`src/design/hbd_pkg.sv`:
```
// Package for the chunked body decoder: phase encoding, character codes,
// the per-byte state and result records, and the hex digit decoder.
// No dependencies.
package hbd_pkg;

  localparam int COUNT_WIDTH = 64;

  localparam logic [7:0] CH_CR   = 8'h0D;
  localparam logic [7:0] CH_LF   = 8'h0A;
  localparam logic [7:0] CH_SP   = 8'h20;
  localparam logic [7:0] CH_TAB  = 8'h09;
  localparam logic [7:0] CH_ZERO = 8'h30;
  localparam logic [7:0] CH_NINE = 8'h39;
  localparam logic [7:0] CH_LA   = 8'h61;
  localparam logic [7:0] CH_LF_A = 8'h66;
  localparam logic [7:0] CH_UA   = 8'h41;
  localparam logic [7:0] CH_UF   = 8'h46;
  localparam logic [3:0] HEX_TEN = 4'd10;

  typedef enum logic [6:0] {
    PH_SIZE    = 7'b0000001,
    PH_DATA    = 7'b0000010,
    PH_DCR     = 7'b0000100,
    PH_DLF     = 7'b0001000,
    PH_TRAILER = 7'b0010000,
    PH_DONE    = 7'b0100000,
    PH_ERROR   = 7'b1000000
  } phase_t;

  typedef struct packed {
    phase_t                 phase;
    logic [COUNT_WIDTH-1:0] count;
    logic                   digits_seen;
    logic                   digits_ended;
    logic                   pending_cr;
    logic                   line_is_empty;
  } state_t;

  typedef struct packed {
    logic [7:0] payload_byte;
    logic       is_payload;
    logic       chunk_end;
    logic       consumed;
    logic       message_done;
    logic       error_flag;
  } result_t;

  typedef struct packed {
    logic       ok;
    logic [3:0] value;
  } hex_t;

  function automatic hex_t hex_decode(input logic [7:0] c);
    hex_t h;
    h.ok    = 1'b0;
    h.value = 4'd0;
    if (c >= CH_ZERO && c <= CH_NINE) begin
      h.ok    = 1'b1;
      h.value = 4'(c - CH_ZERO);
    end else if (c >= CH_LA && c <= CH_LF_A) begin
      h.ok    = 1'b1;
      h.value = 4'(c - CH_LA) + HEX_TEN;
    end else if (c >= CH_UA && c <= CH_UF) begin
      h.ok    = 1'b1;
      h.value = 4'(c - CH_UA) + HEX_TEN;
    end
    return h;
  endfunction

endpackage

```
`src/design/http_chunked_body_decoder_unit.sv`:
```
// Top level of the HTTP/1.1 chunked body decoder: input register, decode
// step and result register with valid/ready on both sides.
// Depends on hbd_pkg and hbd_step.

// The decoder takes one word per clock, each word a single byte of a chunked
// message body, and gives exactly one result word per byte: the byte itself
// flagged as payload when it is chunk data, a chunk_end mark on the last data
// byte of each chunk, a consumed flag, and the sticky message_done and
// error_flag indications. A byte is registered on acceptance and its result
// moves into the result register once that register is free; sustained
// throughput is one byte per clock while the result side takes every word.
// That rate is set by the decoder state (phase, 64-bit size count and line
// flags), read and rewritten for every byte; the size accumulation is a
// 4-bit shift and the data count a decrement. When the result side stalls,
// the input register still takes one more byte, and then byte_ready drops
// until result_ready returns. Once done or error is reached the block keeps
// returning results with consumed low until reset.
module http_chunked_body_decoder_unit
  import hbd_pkg::*;
(
  input  logic       clk,
  input  logic       rst,
  input  logic       byte_valid,
  output logic       byte_ready,
  input  logic [7:0] byte_in,
  output logic       result_valid,
  input  logic       result_ready,
  output logic [7:0] payload_byte,
  output logic       is_payload,
  output logic       chunk_end,
  output logic       consumed,
  output logic       message_done,
  output logic       error_flag
);

  // Input stage.
  logic       in_full;
  logic [7:0] in_byte;

  // Decoder state and result register.
  state_t  state;
  state_t  state_next;
  result_t result;
  result_t result_reg;

  logic advance;
  logic in_take;

  // The held byte moves into the result register when that register is
  // empty or is being emptied in the same cycle.
  assign advance    = in_full && (!result_valid || result_ready);
  assign byte_ready = !in_full || !result_valid || result_ready;
  assign in_take    = byte_valid && byte_ready;

  hbd_step u_step (
    .state      (state),
    .byte_in    (in_byte),
    .state_next (state_next),
    .result     (result)
  );

  always_ff @(posedge clk) begin
    if (rst) begin
      in_full             <= 1'b0;
      result_valid        <= 1'b0;
      state.phase         <= PH_SIZE;
      state.count         <= '0;
      state.digits_seen   <= 1'b0;
      state.digits_ended  <= 1'b0;
      state.pending_cr    <= 1'b0;
      state.line_is_empty <= 1'b1;
    end else begin
      if (in_take) begin
        in_full <= 1'b1;
      end else if (advance) begin
        in_full <= 1'b0;
      end
      if (advance) begin
        state        <= state_next;
        result_valid <= 1'b1;
      end else if (result_ready) begin
        result_valid <= 1'b0;
      end
    end
  end

  // Payload registers carry no reset; their valid bits qualify them.
  always_ff @(posedge clk) begin
    if (in_take) begin
      in_byte <= byte_in;
    end
    if (advance) begin
      result_reg <= result;
    end
  end

  assign payload_byte = result_reg.payload_byte;
  assign is_payload   = result_reg.is_payload;
  assign chunk_end    = result_reg.chunk_end;
  assign consumed     = result_reg.consumed;
  assign message_done = result_reg.message_done;
  assign error_flag   = result_reg.error_flag;

  // A chunk can only end on a data byte, and data bytes always belong to
  // the message.
  a_chunk_end_is_payload: assert property (@(posedge clk) disable iff (rst)
    result_valid && chunk_end |-> is_payload && consumed)
    else $error("chunk_end without payload");

  // Done and error exclude each other.
  a_done_error_exclusive: assert property (@(posedge clk) disable iff (rst)
    result_valid |-> !(message_done && error_flag))
    else $error("message_done and error_flag together");

  // The error phase is terminal until reset.
  a_error_sticky: assert property (@(posedge clk) disable iff (rst)
    state.phase == PH_ERROR |=> state.phase == PH_ERROR)
    else $error("left the error phase");

  // The done phase is terminal until reset.
  a_done_sticky: assert property (@(posedge clk) disable iff (rst)
    state.phase == PH_DONE |=> state.phase == PH_DONE)
    else $error("left the done phase");

  // Input back-pressure only when both stages hold a word and the result
  // side stalls.
  a_ready_only_when_full: assert property (@(posedge clk) disable iff (rst)
    !byte_ready |-> in_full && result_valid && !result_ready)
    else $error("byte_ready low without a full pipeline");

endmodule

```
`src/design/hbd_step.sv`:
```
// Per-byte decode step: from the current state and one body byte, forms the
// next state and the result word. Purely combinational; uses hbd_pkg.
module hbd_step
  import hbd_pkg::*;
(
  input  state_t     state,
  input  logic [7:0] byte_in,
  output state_t     state_next,
  output result_t    result
);

  logic fresh;
  logic is_blank;
  logic count_top;
  hex_t hex;
  logic [COUNT_WIDTH-1:0] count_dec;

  always_comb begin
    fresh     = !state.digits_seen && !state.digits_ended;
    is_blank  = (byte_in == CH_SP) || (byte_in == CH_TAB) ||
                (byte_in == CH_CR) || (byte_in == CH_LF);
    count_top = |state.count[COUNT_WIDTH-1:COUNT_WIDTH-4];
    hex       = hex_decode(byte_in);
    count_dec = state.count - COUNT_WIDTH'(1);

    state_next          = state;
    result.payload_byte = 8'd0;
    result.is_payload   = 1'b0;
    result.chunk_end    = 1'b0;
    result.consumed     = 1'b1;

    unique case (state.phase)
      PH_SIZE: begin
        if (fresh && is_blank) begin
          state_next = state;
        end else if (byte_in == CH_LF && state.pending_cr) begin
          if (!state.digits_seen) begin
            state_next.phase = PH_ERROR;
            result.consumed  = 1'b0;
          end else if (state.count == '0) begin
            state_next.phase         = PH_TRAILER;
            state_next.pending_cr    = 1'b0;
            state_next.line_is_empty = 1'b1;
          end else begin
            state_next.phase      = PH_DATA;
            state_next.pending_cr = 1'b0;
          end
        end else if (byte_in == CH_CR) begin
          state_next.digits_ended = 1'b1;
          state_next.pending_cr   = 1'b1;
        end else begin
          state_next.pending_cr = 1'b0;
          if (hex.ok && !state.digits_ended) begin
            // Saturate once another digit would push bits off the top.
            if (count_top) begin
              state_next.count = '1;
            end else begin
              state_next.count = {state.count[COUNT_WIDTH-5:0], hex.value};
            end
            state_next.digits_seen = 1'b1;
          end else if (byte_in != CH_LF) begin
            state_next.digits_ended = 1'b1;
          end
        end
      end
      PH_DATA: begin
        result.payload_byte = byte_in;
        result.is_payload   = 1'b1;
        state_next.count    = count_dec;
        if (count_dec == '0) begin
          result.chunk_end = 1'b1;
          state_next.phase = PH_DCR;
        end
      end
      PH_DCR: begin
        if (byte_in == CH_CR) begin
          state_next.phase = PH_DLF;
        end else begin
          state_next.phase = PH_ERROR;
          result.consumed  = 1'b0;
        end
      end
      PH_DLF: begin
        if (byte_in == CH_LF) begin
          state_next.phase        = PH_SIZE;
          state_next.count        = '0;
          state_next.digits_seen  = 1'b0;
          state_next.digits_ended = 1'b0;
          state_next.pending_cr   = 1'b0;
        end else begin
          state_next.phase = PH_ERROR;
          result.consumed  = 1'b0;
        end
      end
      PH_TRAILER: begin
        if (byte_in == CH_CR) begin
          if (state.pending_cr) begin
            state_next.line_is_empty = 1'b0;
          end
          state_next.pending_cr = 1'b1;
        end else if (byte_in == CH_LF && state.pending_cr) begin
          if (state.line_is_empty) begin
            state_next.phase = PH_DONE;
          end else begin
            state_next.line_is_empty = 1'b1;
          end
          state_next.pending_cr = 1'b0;
        end else begin
          state_next.line_is_empty = 1'b0;
          state_next.pending_cr    = 1'b0;
        end
      end
      default: begin
        // Done and error both hold; nothing more belongs to the message.
        result.consumed = 1'b0;
      end
    endcase

    result.message_done = (state_next.phase == PH_DONE);
    result.error_flag   = (state_next.phase == PH_ERROR);
  end

endmodule

```
`config.mk`:
```
export PLATFORM = sky130hd
export DESIGN_NAME = http_chunked_body_decoder_unit
export DESIGN_NICKNAME = d
export VERILOG_FILES = /design/src/design/hbd_pkg.sv /design/src/design/http_chunked_body_decoder_unit.sv /design/src/design/hbd_step.sv
export SDC_FILE = /design/constraint.sdc
export NUM_CORES = 1
export LEC_CHECK = 0
export BUFFER_PORTS_ARGS = -buffer_cell sky130_fd_sc_hd__buf_4
export CORE_MARGIN = 2
export CORE_UTILIZATION = 55
export CTS_CLUSTER_DIAMETER = 80
export DETAILED_ROUTE_END_ITERATION = 10
export GPL_TIMING_DRIVEN = 0
export HOLD_SLACK_MARGIN = 0.12
export PLACE_DENSITY = 0.72
export SKIP_CTS_REPAIR_TIMING = 1
export SLEW_MARGIN = 20
export SYNTH_ARGS = -nofsm -noshare
export SYNTH_HDL_FRONTEND = slang
export SYNTH_HIERARCHICAL = 1
export SYNTH_SLANG_ARGS = --single-unit
```
`constraint.sdc`:
```
create_clock -name clk -period 4.8 [get_ports clk]
set_input_delay 0.96 -clock clk [delete_from_list [all_inputs] [get_ports clk]]
set_output_delay 0.96 -clock clk [all_outputs]
set_load 0.01 [all_outputs]
```
Word level (Yosys, flattened, before mapping) --
Cells that the tools add are included.
Storage, ports and cells: register bits after elaboration 98, output and inout port bits 15
Cells by class: add/sub/neg operators 6, order comparisons 6, eq/ne operators 24, mux-type cells 45, reduce and logical (&&, ||, !) cells 34
Operator list (number):
- 64-bit case mux with 3 select lines | 1
- 65-bit 2-to-1 mux | 2
- 64-bit logical NOT | 2
- 75-bit 2-to-1 mux | 1
- 67-bit 2-to-1 mux | 1
- 66-bit 2-to-1 mux | 1
- 64-bit 2-to-1 mux | 1
- 64-bit by 1-bit subtractor with 64-bit output, second input constant | 1
- 7-bit 2-to-1 mux | 8
- 7-bit case mux with 5 select lines | 1
- 7-bit AND reduction | 4
- 8-bit by 4-bit == test with 1-bit output, second input constant | 3
- 5-bit 2-to-1 mux | 4
- 1-bit 2-to-1 mux | 17
- 8-bit by 7-bit >= comparator with 1-bit output, second input constant | 2
- 8-bit by 7-bit <= comparator with 1-bit output, second input constant | 2
- 4-bit by 1-bit subtractor with 4-bit output, second input constant | 3
- 1-bit logical AND | 9
- 4-bit adder, second input constant | 2
- 8-bit by 6-bit == test with 1-bit output, second input constant | 1
- 8-bit by 6-bit >= comparator with 1-bit output, second input constant | 1
- 8-bit by 6-bit <= comparator with 1-bit output, second input constant | 1
- 2-bit 2-to-1 mux | 4
- 2-bit by 1-bit != test with 1-bit output, second input constant | 4
- 23 further kinds | 39

Depth between registers and ports, before layout --
word-level depth 12, depth in mapped cells 14, gate-level depth less buffers 13

Hierarchy --
The synthesis kept the hierarchy.
By module, submodules not included:
- hbd_step | times used 1, cells each 747, area each 4207.8 um2
- http_chunked_body_decoder_unit | times used 1, cells each 357, area each 4092.7 um2

Worst setup path after synthesis --
OpenSTA, ideal clock, no wires.
path kind register -> register, from register state[5] (netlist name), to register state[69] (netlist name), setup time 0.120 ns, data arrival time 3.102 ns, data required time 4.680 ns, slack 1.578 ns, cell stages (with the launch flop) 14, buffers on the path 0, period minus slack after synthesis 3.222 ns, cells stage by stage dfxtp_1 inv_1 ha_1 nor4b_2 nand3_1 or4b_2 nor2_1 xnor2_1 nand3_1 nor4_1 nand4_1 a21o_1 nand2b_1 mux2i_1

==> flow_summary.toml <==
[run_status]
status = "finished, final reports clean"

[yosys]
yosysSeqAreaShare_pct = 26.2
synth.area.top_cells = "dfxtp_1, nand2b_1, mux2i_1"
ys_warn_count = 6
ys_ff_latch = 98
avgSynthCellArea_um2 = 7.52
async_reset_ff_share_pct = 0
syn_nets = 1123
synth_edf_count = 21
synth_top_area_share_pct = 18.6
ys_dominant_reg_cell = "dfxtp_1"
synth_largest_area_cell = "dfxtp_1"
synth_cell_types = 66
netlist_area_um2 = 8300
syn_inst = 1104

[grt]
grt_use_met3_pct = 7.51
grt_pass1_vias = 8370
grt_max_degree = 23
antenna_found_initial = 0
overflow = 0
busiest_layer = "met2"
grt_usage_pct = 39.2
grt_util_met1_pct = 53.9
met2_usage_pct = 59.1
grt_pass1_wl_mm = 48.7

[sta]
fin_hold_ws_ps = 472
post-route-period-util_pct = 96.7
rsz0062_at_grt = "no"
fmax_ghz = 0.215
tightest_slew_ps = 916
min_period_ps = 4640
hold_viol = 0
tns_ps = 0
relSlewSlack_pct = 38.5
clock_skew_ps = 9.02
setup_viol = 0
drv_slew = 0

[cts]
htree_levels = 3
cts_tree = "done"
clock_latency_ps = 360
cts-root-buf = "clkbuf_16"
path_clk_slew_ps = 80
clkSinkCount = 98
cts_made_buffers = 9
cts_max_path_buffers = 2

[pwr]
p_leak_nw = 3.36
vdd_ir_drop_max_uv = 201
p_per_area_nw_per_um2 = 201

[die]
ios = 27
die_h_um = 127
die_w_um = 127
die_area_um2 = 16100
rows = 44
start_util_pct = 56.7
coreArea_um2 = 14600

[run]
max_cap_violations = 0

[routing]
viasPerCell = 6.83
ant_nets = 0
vias = 9083
drc = 0
wl_per_cell_um = 23.6
first_iter_violations = 1632
wl_mm = 31.4
dr.pass1.iters = 9

[critical_path]
crit_required_ps = 5050
cp-end-kind = "register"
crit_cells = 12
worstReg2RegStart = "state[10]"
cp_data_arrival_time_ps = 4890
slowest_delay_ps = 640
crit_path_top_delay_cell = "nor4_1"
cp_common_cell = "nand4_1"
worstSetupPathType = "register to register"
cpLargestDelayFamily = "simple AND/OR/NAND/NOR gates"
crit_chain = "nor3_1 -> clkbuf_1 -> nand4_1 -> nor4_2 -> xnor2_1 -> nand2_1 -> nor4_1 -> nor4b_1 -> nand4_1 -> a21o_1 -> nand2b_1 -> mux2i_1"
cp_max_fo = 10
reg2reg_slack_ps = 160
ff2ff_path_depth = 12
critPathLaunchType = "register"
cp_num_buf_inv = 1
reg2reg_to = "state[69]"

[cells_and_area]
diodes = 0
fin_nets = 1159
n_fill_cell = 1417
layout_common_cells = "nand2b_1, o21ai_0, nor2_1"
mostFrequentLayoutCell = "nand2b_1"
drive_gt1_share_pct = 7.34
final_area_um2 = 9040
synthToLayoutAreaGrowth_pct = 8.94

[placed_design]
numPortBuffers = 25
postPlaceCellArea_um2 = 8730
dp.final_hpwl_mm = 22.3
globalplace.congestion = 1.06

[hold_path]
holdCritStartpoint = "state[14]"
min_path_type = "register to register"
hold_depth = 2
worstHoldEndpoint = "state[14]"
cell families after synthesis:
group,Yosys count,synth area share (%)
AOI/OAI and AO/OA,234,16.9
muxes,75,9.04
DFF,98,26.2
xor gates and xnor gates,41,4.33
buffers and inverters,104,5.94
adders and majority gates,7,1.06
and+or+nand+nor,545,36.6
per-layer routing:
layer  vias up  wire length [um]
li1       4049                 -
met1      4244             12800
met2       656             13300
met3       134              3460
met4         0              1790
met5         -                 0
final cells by class:
| cell class | instances | area, um^2 | area share, % |
|---|---|---|---|
| Multi-Input combinational cell | 902 | 5660 | 62.6 |
| Timing Repair Buffer | 25 | 188 | 2.08 |
| Inverter | 13 | 48.8 | 0.540 |
| Sequential cell | 98 | 2170 | 24.0 |
| Tap cell | 184 | 230 | 2.55 |
| Clock buffer | 10 | 239 | 2.64 |
| Clock inverter | 6 | 57.6 | 0.637 |
| Buffer | 91 | 444 | 4.91 |
flip-flops by register name, summed over array words and instances (netlist names):
register      count
chunk_end         1
in_byte           8
state            75
message_done      1
is_payload        1
consumed          1
result_valid      1
in_full           1
payload_byte      8
error_flag        1
synthesized netlist by cell type (3+ instances only):
master and n:
xor2_1 24, or2_2 4, buf_12 4, dfxtp_1 77
nand2_1 83, nand4_1 20, nor3_2 4, or4b_2 4
and3_1 8, or4_4 3, o211ai_1 37, or4_1 11
nand2b_1 150, and2_1 10, nor2_1 93, edfxtp_1 21
a21oi_1 38, or3_1 10, nand3_1 36, nor3b_1 3
a21o_1 3, nor4_1 39, buf_2 5, inv_1 13
ha_1 7, xnor2_1 17, a31oi_1 5, nand4b_1 3
buf_4 3, nor2b_1 4, nor3_1 43, o21ai_0 113
nor4_2 3, buf_1 4, o221ai_1 3, clkbuf_1 72
o311ai_0 7, mux2i_1 75, nor4b_1 4, a22oi_1 9
report_power, final:
part	switching [mW]	internal [mW]	total (mW)	leakage, nW
combinational	0.123	0.0820	0.205	2.40
clock	0.374	0.379	0.753	0.147
sequential	0.00724	0.850	0.857	0.820
total	0.504	1.31	1.82	3.36
through the flow:
stage / cells / utilization, % / total power [mW] / setup slack (ps)
after floorplan: 1104 / - / 1.01 / 1580
after global placement: 1313 / 59.5 / 1.07 / 118
after detailed placement: 1313 / 59.6 / 1.07 / 240
after CTS: 1329 / 61.6 / 1.81 / 198
after global routing: 1329 / 61.7 / 1.87 / 55.4
final: 1329 / 61.7 / 1.82 / 158
tightest hold or removal path: cells and delay by family, from the launching register on:
| family | cells | cell delay (ps) |
|---|---|---|
| flops | 1 | 320 |
| simple gates | 1 | 60 |
| mux | 1 | 50 |
worst max-delay path by stage:
stage | from | endpoint | slack, ps
finish | state[10] | state[69] | 160
global route | state[4] | state[69] | 60
CTS | state[4] | state[69] | 200
detailed placement | state[5] | state[69] | 240
global placement | state[4] | state[69] | 120
floorplan | state[5] | state[69] | 1580
Power figures use the tool's default switching activity.
